**config.mk**
```make
export PLATFORM = sky130hd
export DESIGN_NAME = linear_interp_rate_converter_top
export DESIGN_NICKNAME = d
export VERILOG_FILES = /design/src/hw/rtl/lirc_pkg.sv /design/src/hw/rtl/lirc_div.sv /design/src/hw/rtl/lirc_dpath.sv /design/src/hw/rtl/lirc_ctrl.sv /design/src/hw/rtl/linear_interp_rate_converter_top.sv
export VERILOG_INCLUDE_DIRS = /design/src /design/src/hw/rtl
export SDC_FILE = /design/constraint.sdc
export NUM_CORES = 2
export LEC_CHECK = 0
export BUFFER_PORTS_ARGS = -buffer_cell sky130_fd_sc_hd__buf_2
export CORE_ASPECT_RATIO = 0.8
export CORE_MARGIN = 2
export CORE_UTILIZATION = 30
export CTS_BUF_LIST = sky130_fd_sc_hd__clkbuf_4 sky130_fd_sc_hd__clkbuf_8 sky130_fd_sc_hd__clkbuf_16
export DETAILED_ROUTE_END_ITERATION = 6
export PLACE_DENSITY = 0.48
export SYNTH_ARGS = -nofsm -noshare
export SYNTH_HDL_FRONTEND = slang
export SYNTH_SLANG_ARGS = --single-unit
```
**constraint.sdc**
```tcl
create_clock -name clk -period 13.7 [get_ports clk]
set_input_delay 0.685 -clock clk [delete_from_list [all_inputs] [get_ports clk]]
set_output_delay 0.685 -clock clk [all_outputs]
set_load 0.02 [all_outputs]
```
**src/hw/rtl/linear_interp_rate_converter_top_assert.svh**
```systemverilog
// Assertion macros used by the converter's controller (lirc_ctrl).
// Each macro takes a label, an antecedent and a consequent, all sampled on clk.
`ifndef LINEAR_INTERP_RATE_CONVERTER_TOP_ASSERT_SVH
`define LINEAR_INTERP_RATE_CONVERTER_TOP_ASSERT_SVH
`ifndef SYNTH
`define LIRC_ASSERT_IMP(lbl, ante, cons) \
  lbl: assert property (@(posedge clk) disable iff (rst) (ante) |-> (cons)) \
    else $error("lirc assertion failed");
`define LIRC_ASSERT_NXT(lbl, ante, cons) \
  lbl: assert property (@(posedge clk) disable iff (rst) (ante) |=> (cons)) \
    else $error("lirc assertion failed");
`else
`define LIRC_ASSERT_IMP(lbl, ante, cons)
`define LIRC_ASSERT_NXT(lbl, ante, cons)
`endif
`endif

```
**src/hw/rtl/lirc_pkg.sv**
```systemverilog
package lirc_pkg;

  localparam int unsigned SAMPLE_W   = 16;
  localparam int unsigned SKIP_W     = 16;
  localparam int unsigned COUNT_W    = 24;
  localparam int unsigned TOTAL_W    = 32;
  localparam int unsigned CFG_IDX_W  = 2;
  localparam int unsigned CFG_DATA_W = 24;

  // Shared divider: 48-bit dividend, 16-bit divisor, two quotient bits per cycle.
  localparam int unsigned DIV_NUM_W = 48;
  localparam int unsigned DIV_DEN_W = 16;
  localparam int unsigned DIV_STEPS = 2;
  localparam int unsigned DIV_CYC   = DIV_NUM_W / DIV_STEPS;
  localparam int unsigned DIV_CNT_W = $clog2(DIV_CYC);

  typedef enum logic [CFG_IDX_W-1:0] {
    REG_IN_SKIP   = 2'd0,
    REG_OUT_SKIP  = 2'd1,
    REG_IN_COUNT  = 2'd2,
    REG_OUT_LIMIT = 2'd3
  } cfg_reg_t;

  // What the shared divider is working on.
  typedef enum logic [1:0] {
    DIV_LEN  = 2'd0,
    DIV_PROD = 2'd1,
    DIV_PAD  = 2'd2
  } div_sel_t;

  typedef struct packed {
    logic     load_in;
    logic     div_start;
    div_sel_t div_sel;
    logic     len_load;
    logic     first_apply;
    logic     pend_load;
    logic     emit;
    logic     emit_last;
    logic     set_finished;
    logic     pad_apply;
    logic     advance;
  } cmd_t;

  typedef struct packed {
    logic first;
    logic no_block;
    logic behind;
    logic more;
    logic len_reached;
    logic div_done;
    logic div_busy;
    logic pend;
    logic slot_free;
  } sts_t;

endpackage

```
**src/hw/rtl/lirc_div.sv**
```systemverilog
module lirc_div (
  input  logic                           clk,
  input  logic                           rst,
  input  logic                           start,
  input  logic [lirc_pkg::DIV_NUM_W-1:0] num,
  input  logic [lirc_pkg::DIV_DEN_W-1:0] den,
  output logic                           busy,
  output logic                           done,
  output logic [lirc_pkg::DIV_NUM_W-1:0] quot,
  output logic [lirc_pkg::DIV_DEN_W-1:0] rmd
);

  localparam int unsigned NW = lirc_pkg::DIV_NUM_W;
  localparam int unsigned DW = lirc_pkg::DIV_DEN_W;

  logic [NW-1:0]                    work;
  logic [DW-1:0]                    part;
  logic [DW-1:0]                    den_q;
  logic [lirc_pkg::DIV_CNT_W-1:0]   cnt;
  logic [NW-1:0]                    step_w;
  logic [DW-1:0]                    step_r;
  logic [DW:0]                      trial;

  // Restoring division: the dividend shifts out at the top while quotient
  // bits shift in at the bottom of the same register.
  always_comb begin
    step_w = work;
    step_r = part;
    trial  = '0;
    for (int i = 0; i < lirc_pkg::DIV_STEPS; i++) begin
      trial  = {step_r, step_w[NW-1]};
      step_w = {step_w[NW-2:0], 1'b0};
      if (trial >= {1'b0, den_q}) begin
        trial     = trial - {1'b0, den_q};
        step_w[0] = 1'b1;
      end
      step_r = trial[DW-1:0];
    end
  end

  always_ff @(posedge clk) begin
    if (rst) begin
      busy <= 1'b0;
      done <= 1'b0;
      cnt  <= '0;
    end else begin
      done <= 1'b0;
      if (start) begin
        busy <= 1'b1;
        cnt  <= '0;
      end else if (busy) begin
        if (cnt == lirc_pkg::DIV_CNT_W'(lirc_pkg::DIV_CYC - 1)) begin
          busy <= 1'b0;
          done <= 1'b1;
        end else begin
          cnt <= cnt + 1'b1;
        end
      end
    end
  end

  always_ff @(posedge clk) begin
    if (start) begin
      work  <= num;
      part  <= '0;
      den_q <= den;
    end else if (busy) begin
      work <= step_w;
      part <= step_r;
    end
  end

  assign quot = work;
  assign rmd  = part;

endmodule

```
**src/hw/rtl/lirc_dpath.sv**
```systemverilog
module lirc_dpath (
  input  logic                                   clk,
  input  logic                                   rst,
  input  logic                                   cfg_valid,
  output logic                                   cfg_ready,
  input  logic [lirc_pkg::CFG_IDX_W-1:0]         cfg_index,
  input  logic [lirc_pkg::CFG_DATA_W-1:0]        cfg_data,
  input  logic signed [lirc_pkg::SAMPLE_W-1:0]   in_sample,
  input  logic                                   first,
  output logic                                   out_valid,
  input  logic                                   out_stall,
  output logic signed [lirc_pkg::SAMPLE_W-1:0]   out_sample,
  output logic                                   run_last,
  output logic                                   done_res,
  input  lirc_pkg::cmd_t                         cmd,
  output lirc_pkg::sts_t                         sts
);

  localparam int unsigned SW = lirc_pkg::SAMPLE_W;
  localparam int unsigned KW = lirc_pkg::SKIP_W;
  localparam int unsigned CW = lirc_pkg::COUNT_W;
  localparam int unsigned TW = lirc_pkg::TOTAL_W;
  localparam int unsigned NW = lirc_pkg::DIV_NUM_W;
  localparam int unsigned QW = NW + 2;

  // Configuration registers.
  logic [KW-1:0] in_skip;
  logic [KW-1:0] out_skip;
  logic [CW-1:0] in_count;
  logic [CW-1:0] out_limit;

  // Converter state.
  logic signed [SW-1:0] last_sample;
  logic [TW-1:0]        in_total;
  logic [TW-1:0]        out_total;
  logic [CW-1:0]        out_done;
  logic [CW-1:0]        in_seen;
  logic                 finished;

  // Per-word working registers.
  logic signed [SW-1:0] next_sample;
  logic                 first_flag;
  logic [CW-1:0]        len;
  logic signed [SW-1:0] pend_sample;
  logic                 pend;
  logic                 prod_neg;

  logic [KW-1:0]        isk;
  logic [KW-1:0]        osk;
  logic [CW-1:0]        cnt;
  logic [CW-1:0]        lim;
  logic [TW:0]          target;
  logic                 behind;
  logic                 len_reached;
  logic [TW-1:0]        tick_gap;
  logic signed [SW:0]   delta;
  logic [SW:0]          delta_abs;
  logic [NW-1:0]        prod;
  logic [CW+KW-1:0]     len_prod;
  logic [NW-1:0]        div_num;
  logic [KW-1:0]        div_den;
  logic                 div_busy;
  logic                 div_done;
  logic [NW-1:0]        div_quot;
  logic [KW-1:0]        div_rmd;
  logic signed [QW-1:0] q_ext;
  logic signed [QW-1:0] q_val;
  logic signed [QW-1:0] sum;
  logic signed [SW-1:0] sat;
  logic [CW-1:0]        len_val;
  logic [KW-1:0]        pad;
  logic [TW:0]          pad_total;
  logic [CW-1:0]        in_seen_inc;
  logic                 slot_free;

  assign cfg_ready = 1'b1;

  // A zero register acts as one.
  assign isk = (in_skip   == '0) ? KW'(1) : in_skip;
  assign osk = (out_skip  == '0) ? KW'(1) : out_skip;
  assign cnt = (in_count  == '0) ? CW'(1) : in_count;
  assign lim = (out_limit == '0) ? CW'(1) : out_limit;

  assign target      = {1'b0, in_total} + (TW+1)'(isk);
  assign behind      = {1'b0, out_total} < target;
  assign len_reached = out_done >= len;

  assign tick_gap  = (out_total >= in_total) ? out_total - in_total : '0;
  assign delta     = {next_sample[SW-1], next_sample} - {last_sample[SW-1], last_sample};
  assign delta_abs = delta[SW] ? (SW+1)'(-delta) : (SW+1)'(delta);
  assign prod      = NW'(delta_abs[SW-1:0]) * NW'(tick_gap);
  assign len_prod  = (CW+KW)'(cnt) * (CW+KW)'(isk);

  always_comb begin
    case (cmd.div_sel)
      lirc_pkg::DIV_LEN:  div_num = NW'(len_prod);
      lirc_pkg::DIV_PROD: div_num = prod;
      lirc_pkg::DIV_PAD:  div_num = NW'(target - {1'b0, out_total});
      default:            div_num = '0;
    endcase
  end
  assign div_den = (cmd.div_sel == lirc_pkg::DIV_PROD) ? isk : osk;

  lirc_div u_div (
    .clk   (clk),
    .rst   (rst),
    .start (cmd.div_start),
    .num   (div_num),
    .den   (div_den),
    .busy  (div_busy),
    .done  (div_done),
    .quot  (div_quot),
    .rmd   (div_rmd)
  );

  // Interpolated value, truncated toward zero, then clipped to 16 bits.
  assign q_ext = signed'({2'b00, div_quot});
  assign q_val = prod_neg ? -q_ext : q_ext;
  assign sum   = QW'(last_sample) + q_val;
  always_comb begin
    if (sum > QW'(32767)) begin
      sat = 16'sh7FFF;
    end else if (sum < -QW'(32768)) begin
      sat = 16'sh8000;
    end else begin
      sat = sum[SW-1:0];
    end
  end

  assign len_val     = (div_quot > NW'(lim)) ? lim : div_quot[CW-1:0];
  assign pad         = (div_rmd == '0) ? '0 : osk - div_rmd;
  assign pad_total   = target + (TW+1)'(pad);
  assign in_seen_inc = in_seen + 1'b1;
  assign slot_free   = !out_valid || !out_stall;

  always_ff @(posedge clk) begin
    if (rst) begin
      in_skip   <= KW'(1);
      out_skip  <= KW'(1);
      in_count  <= CW'(1);
      out_limit <= CW'(1);
    end else if (cfg_valid && cfg_ready) begin
      unique case (lirc_pkg::cfg_reg_t'(cfg_index))
        lirc_pkg::REG_IN_SKIP:   in_skip   <= cfg_data[KW-1:0];
        lirc_pkg::REG_OUT_SKIP:  out_skip  <= cfg_data[KW-1:0];
        lirc_pkg::REG_IN_COUNT:  in_count  <= cfg_data[CW-1:0];
        lirc_pkg::REG_OUT_LIMIT: out_limit <= cfg_data[CW-1:0];
        default:                 in_skip   <= in_skip;
      endcase
    end
  end

  always_ff @(posedge clk) begin
    if (rst) begin
      last_sample <= '0;
      in_total    <= '0;
      out_total   <= '0;
      out_done    <= '0;
      in_seen     <= '0;
      finished    <= 1'b0;
      pend        <= 1'b0;
      out_valid   <= 1'b0;
    end else begin
      if (cmd.first_apply) begin
        last_sample <= next_sample;
        in_total    <= '0;
        out_total   <= TW'(osk);
        out_done    <= CW'(1);
        in_seen     <= CW'(1);
        finished    <= (cnt <= CW'(1)) || (len <= CW'(1));
      end
      if (cmd.pend_load) begin
        out_done  <= out_done + 1'b1;
        out_total <= out_total + TW'(osk);
      end
      if (cmd.set_finished) begin
        finished <= 1'b1;
      end
      if (cmd.pad_apply) begin
        out_total <= pad_total[TW-1:0];
      end
      if (cmd.advance) begin
        last_sample <= next_sample;
        in_seen     <= in_seen_inc;
        if (in_seen_inc >= cnt) begin
          finished <= 1'b1;
        end
        // Both totals restart from zero when they meet.
        if (target[TW-1:0] == out_total) begin
          in_total  <= '0;
          out_total <= '0;
        end else begin
          in_total <= target[TW-1:0];
        end
      end
      if (cmd.first_apply || cmd.pend_load) begin
        pend <= 1'b1;
      end else if (cmd.emit || cmd.load_in) begin
        pend <= 1'b0;
      end
      if (cmd.emit) begin
        out_valid <= 1'b1;
      end else if (!out_stall) begin
        out_valid <= 1'b0;
      end
    end
  end

  always_ff @(posedge clk) begin
    if (cmd.load_in) begin
      next_sample <= in_sample;
      first_flag  <= first;
    end
    if (cmd.len_load) begin
      len <= len_val;
    end
    if (cmd.div_start && cmd.div_sel == lirc_pkg::DIV_PROD) begin
      prod_neg <= delta[SW];
    end
    if (cmd.first_apply) begin
      pend_sample <= next_sample;
    end else if (cmd.pend_load) begin
      pend_sample <= sat;
    end
    if (cmd.emit) begin
      out_sample <= pend_sample;
      run_last   <= cmd.emit_last;
      done_res   <= cmd.emit_last && finished;
    end
  end

  always_comb begin
    sts.first       = first_flag;
    sts.no_block    = (in_seen == '0) || finished;
    sts.behind      = behind;
    sts.more        = behind && !len_reached;
    sts.len_reached = len_reached;
    sts.div_done    = div_done;
    sts.div_busy    = div_busy;
    sts.pend        = pend;
    sts.slot_free   = slot_free;
  end

endmodule

```
**src/hw/rtl/lirc_ctrl.sv**
```systemverilog
`include "linear_interp_rate_converter_top_assert.svh"

module lirc_ctrl #(
  parameter int unsigned MAX_RUN = 16
) (
  input  logic           clk,
  input  logic           rst,
  input  logic           in_valid,
  output logic           in_stall,
  input  lirc_pkg::sts_t sts,
  output lirc_pkg::cmd_t cmd
);

  localparam int unsigned NW = $clog2(MAX_RUN + 1);

  typedef enum logic [7:0] {
    S_IDLE   = 8'b0000_0001,
    S_LEN    = 8'b0000_0010,
    S_DECIDE = 8'b0000_0100,
    S_CHECK  = 8'b0000_1000,
    S_QUOT   = 8'b0001_0000,
    S_PAD    = 8'b0010_0000,
    S_ADV    = 8'b0100_0000,
    S_LAST   = 8'b1000_0000
  } state_t;

  state_t        state;
  state_t        state_next;
  logic [NW-1:0] n;
  logic          loop_go;

  assign in_stall = (state != S_IDLE);
  assign loop_go  = sts.more && (n < NW'(MAX_RUN));

  always_comb begin
    cmd        = '0;
    state_next = state;
    unique case (state)
      S_IDLE: begin
        if (in_valid) begin
          cmd.load_in   = 1'b1;
          cmd.div_start = 1'b1;
          cmd.div_sel   = lirc_pkg::DIV_LEN;
          state_next    = S_LEN;
        end
      end
      S_LEN: begin
        if (sts.div_done) begin
          cmd.len_load = 1'b1;
          state_next   = S_DECIDE;
        end
      end
      S_DECIDE: begin
        if (sts.first) begin
          cmd.first_apply = 1'b1;
          state_next      = S_LAST;
        end else if (sts.no_block) begin
          state_next = S_IDLE;
        end else if (sts.behind) begin
          state_next = S_CHECK;
        end else begin
          state_next = S_ADV;
        end
      end
      S_CHECK: begin
        if (loop_go) begin
          if (!sts.pend || sts.slot_free) begin
            cmd.emit      = sts.pend;
            cmd.div_start = 1'b1;
            cmd.div_sel   = lirc_pkg::DIV_PROD;
            state_next    = S_QUOT;
          end
        end else if (sts.len_reached) begin
          cmd.set_finished = 1'b1;
          state_next       = sts.pend ? S_LAST : S_IDLE;
        end else if (sts.behind) begin
          cmd.div_start = 1'b1;
          cmd.div_sel   = lirc_pkg::DIV_PAD;
          state_next    = S_PAD;
        end else begin
          state_next = S_ADV;
        end
      end
      S_QUOT: begin
        if (sts.div_done) begin
          cmd.pend_load = 1'b1;
          state_next    = S_CHECK;
        end
      end
      S_PAD: begin
        if (sts.div_done) begin
          cmd.pad_apply = 1'b1;
          state_next    = S_ADV;
        end
      end
      S_ADV: begin
        cmd.advance = 1'b1;
        state_next  = sts.pend ? S_LAST : S_IDLE;
      end
      S_LAST: begin
        if (sts.slot_free) begin
          cmd.emit      = 1'b1;
          cmd.emit_last = 1'b1;
          state_next    = S_IDLE;
        end
      end
      default: state_next = S_IDLE;
    endcase
  end

  always_ff @(posedge clk) begin
    if (rst) begin
      state <= S_IDLE;
      n     <= '0;
    end else begin
      state <= state_next;
      if (cmd.load_in) begin
        n <= '0;
      end else if (cmd.pend_load) begin
        n <= n + 1'b1;
      end
    end
  end

  `LIRC_ASSERT_IMP(a_run_cap, 1'b1, n <= NW'(MAX_RUN))
  `LIRC_ASSERT_IMP(a_emit_word, cmd.emit, sts.pend && sts.slot_free)
  `LIRC_ASSERT_IMP(a_div_free, cmd.div_start, !sts.div_busy)
  `LIRC_ASSERT_NXT(a_one_item, in_valid && !in_stall, in_stall)

endmodule

```
**src/hw/rtl/linear_interp_rate_converter_top.sv**
```systemverilog
// A first word of a block passes straight through; each later interpolated word takes one
// pass of the shared 48-bit divider, which retires two quotient bits per cycle, and
// skipping output positions adds one more division. One input word is processed at a time.
// Synchronous active-high reset: registers 1, totals and counters 0, no block open.
module linear_interp_rate_converter_top #(
  parameter int unsigned MAX_RUN = 16
) (
  input  logic                                  clk,
  input  logic                                  rst,
  input  logic                                  cfg_valid,
  output logic                                  cfg_ready,
  input  logic [lirc_pkg::CFG_IDX_W-1:0]        cfg_index,
  input  logic [lirc_pkg::CFG_DATA_W-1:0]       cfg_data,
  input  logic                                  in_valid,
  output logic                                  in_stall,
  input  logic signed [lirc_pkg::SAMPLE_W-1:0]  in_sample,
  input  logic                                  first,
  output logic                                  out_valid,
  input  logic                                  out_stall,
  output logic signed [lirc_pkg::SAMPLE_W-1:0]  out_sample,
  output logic                                  run_last,
  output logic                                  done_res
);

  // The controller sequences each input word: it first divides
  // in_count * in_skip by out_skip to get the block length, then either
  // passes a first word straight through or walks the output positions
  // that fall before the new sample. Every interpolated word needs one
  // division of (next - last) * distance by in_skip; when positions remain
  // after the run is cut short, one more division rounds the output total
  // up to the next output tick at or past the input.
  lirc_pkg::cmd_t cmd;
  lirc_pkg::sts_t sts;

  lirc_ctrl #(
    .MAX_RUN (MAX_RUN)
  ) u_ctrl (
    .clk      (clk),
    .rst      (rst),
    .in_valid (in_valid),
    .in_stall (in_stall),
    .sts      (sts),
    .cmd      (cmd)
  );

  // The datapath holds the configuration registers, the converter state,
  // the divider and a one-word output register. A finished word waits in
  // that register, so the controller keeps working on the next result and
  // only holds when a second word is ready before the first was taken.
  lirc_dpath u_dpath (
    .clk        (clk),
    .rst        (rst),
    .cfg_valid  (cfg_valid),
    .cfg_ready  (cfg_ready),
    .cfg_index  (cfg_index),
    .cfg_data   (cfg_data),
    .in_sample  (in_sample),
    .first      (first),
    .out_valid  (out_valid),
    .out_stall  (out_stall),
    .out_sample (out_sample),
    .run_last   (run_last),
    .done_res   (done_res),
    .cmd        (cmd),
    .sts        (sts)
  );

endmodule
```
==> summary.txt <==
Post-CTS Resized - 0
Hold WS - 177 ps
Endpoints failing setup - 0
Initial antenna violation count - 6
Slew headroom - 8.42%
HPWL Detailed - 175000 um
Hold/Removal Path Class - input pin to flip-flop
Critical path arrival - 12350 ps
Drt initial violations - 5073
Max-Cap Viols - 0
Slowest CP cell - a2111oi_0
Syn avg cell area - 8.14 um^2
Crit start category - flip-flop
Critical Path Max Stage Delay - 890 ps
FF+latch count, synth - 387
Total congestion overflow - 0
Fin crit period - 11970 ps
Setup TNS - 0 ps
Root cell of the clock tree - clkbuf_16
Count of buffers from port buffering - 67
First-pass GRT wire length - 335000 um
Worst-skew pair later-pin latency - 690 ps
FMAX - 83.6 MHz
Die height - 407 um
Nets - 8669
CP Data Required Time - 14080 ps
Design Area, Final - 66300 um^2
Most common cell in the synthesized netlist - inv_1
# hold bufs at CTS - 0
Seq/Total Area, Yosys - 15.0%
Crit share post-route - 87.4%
Synth area leader - fa_1
Crit path kind - flip-flop to flip-flop
Gate Count Post-Synth - 7476
Core ar. - 201000 um^2
Clock skew - 43.2 ps
Most used cell, CP - fa_1
Yosys top cell area share - 24.1%
Cell variety after synth - 96
Post-route ant nets - 0
Worst-Margin Slew - 1370 ps
Critical Path Fanout Max - 53
Clock buffer depth - 3
Routed vias - 52600
Postcts setup bufs - 0
Vias per cell - 5.21
Routability cong. - 0.918
Pin count of the biggest net entering global routing - 84
TritonCTS buffer count - 55
Synth cell count leaders - inv_1 (1113), nand2_1 (1057), fa_1 (734)
Worst ir drop on vdd - 0.0905 mV
Wire per inst - 21.8 um
Clk sinks - 387
Final core utilization - 32.9%
Routed Wire Length - 220000 um
Final Slew Violations - 0
Synth area leaders - fa_1 (24%), ha_1 (11%), dfxtp_1 (8.1%)
Fraction of layout cells with a size suffix above 1 - 6.18%
Pwr Total - 5.89 mW
Chip Width - 508 um
Asr flop ratio synth - 0%
Mapped Nets - 8794
Power density cells - 88.9 nW/um^2
RSZ-0062 raised after global routing - false
Run status - complete, no violations
Final Hold Violating Endpoints - 0
Die area - 207000 um^2
Post-Syn Area - 60900 um^2
Leakage power - 30.3 nW
1st-pass router iterations - 7
Placed Area - 64300 um^2
Number of global-route vias before repair - 51700
CP endpoint kind - flip-flop
DRC - 0
Fillers - 21300
CTS tree - yes
EDFF count, synth - 140
Layout area overhead - 8.90%
I/O Pins - 69
Ys Warns - 0
GRT Util Overall - 21.3%
Main flop type after synthesis - dfxtp_1
Clk slew on worst S/H paths - 60 ps
Initial Util - 30.2%
H-Tree Depth - 2
Row Count - 147
through the flow:
step | std cells | setup slack, ps
6_report | 10100 | 1730
5_1_grt | 10100 | 925
4_1_cts | 10100 | 1890
3_5_place_dp | 9976 | 1920
3_3_place_gp | 9976 | 1900
2_1_floorplan | 7476 | 3920
kinds of logic after synthesis:
logic type	share of synthesized area [%]
buffers and inverters	9.34
DFF	15.0
AOI/OAI and AO/OA	15.6
adders and majority gates	35.2
other	0.00616
muxes	1.34
xor gates and xnor gates	4.98
and+or+nand+nor	18.6
critical path: cells and delay by family, from the launching register on:
kind	cells	cell delay [ps]
compound gates	18	5740
fa+ha+maj	9	3970
simple gates	4	760
buf+inv	7	660
flops	1	350
xor+xnor	1	160
sequential cells by signal (all words and copies together), names as in the netlist, 24 cells and up:
name,count
u_dpath.in_total,32
u_dpath.u_div.quot,48
u_dpath.out_done,24
u_dpath.len,24
u_dpath.in_seen,24
u_dpath.out_total,32
u_dpath.in_count,24
u_dpath.out_limit,24
worst paths after layout:
check	start	to	slack [ps]	depth (start not counted)
setup / recovery	u_dpath.out_total[0]	u_dpath.u_div.quot[47]	1730	39
hold / removal	in_sample[6]	u_dpath.next_sample[6]	180	1
setup reg to reg	u_dpath.out_total[0]	u_dpath.u_div.quot[47]	1730	39
hold reg to reg	u_dpath.pend_sample[5]	u_dpath.out_sample[5]	420	0
routing by layer:
layer	vias to the layer above	share of wire [%]	track usage, %
li1	24400	-	-
met1	26200	48	31.7
met2	1686	42	31.8
met3	225	7.0	3.27
met4	0	2.6	5.34
met5	-	0	0
cell usage in the layout, fill, tap and decap left out, drive strengths merged, types with 41 or more instances in the layout:
cell	instances
inv	1121
nand2	1057
fa	734
ha	536
a21oi	465
nor2	443
o21ai	261
dfxtp	247
xnor2	231
buf	199
and2	192
a21o	165
nor3	143
edfxtp	140
nand3	116
xor2	115
o22ai	73
clkbuf	69
nand4	68
a211oi	66
nor4	66
nand2b	54
and3	48
nor2b	48
or3	48
mux2	45
o21bai	43
o21a	42
or2	41
o31ai	41
layout make-up:
| type | instances | area (um^2) | share of cell area (%) |
|---|---|---|---|
| Tap cell | 2682 | 3360 | 5.06 |
| Multi-Input combinational cell | 5592 | 46200 | 69.7 |
| Clock buffer | 69 | 1600 | 2.41 |
| Sequential cell | 387 | 9150 | 13.8 |
| Timing Repair Buffer | 199 | 1350 | 2.03 |
| Antenna cell | 3 | 7.51 | 0.0113 |
| Clock inverter | 35 | 410 | 0.619 |
| Inverter | 1116 | 4190 | 6.32 |
where the power goes:
part	internal [mW]	switching [mW]	total (mW)
Sequential	1.29	0.154	1.44
Clock	0.964	0.640	1.60
Combinational	1.04	1.80	2.85
Total	3.29	2.60	5.89
Note: power is estimated with default switching activity, not from simulation.
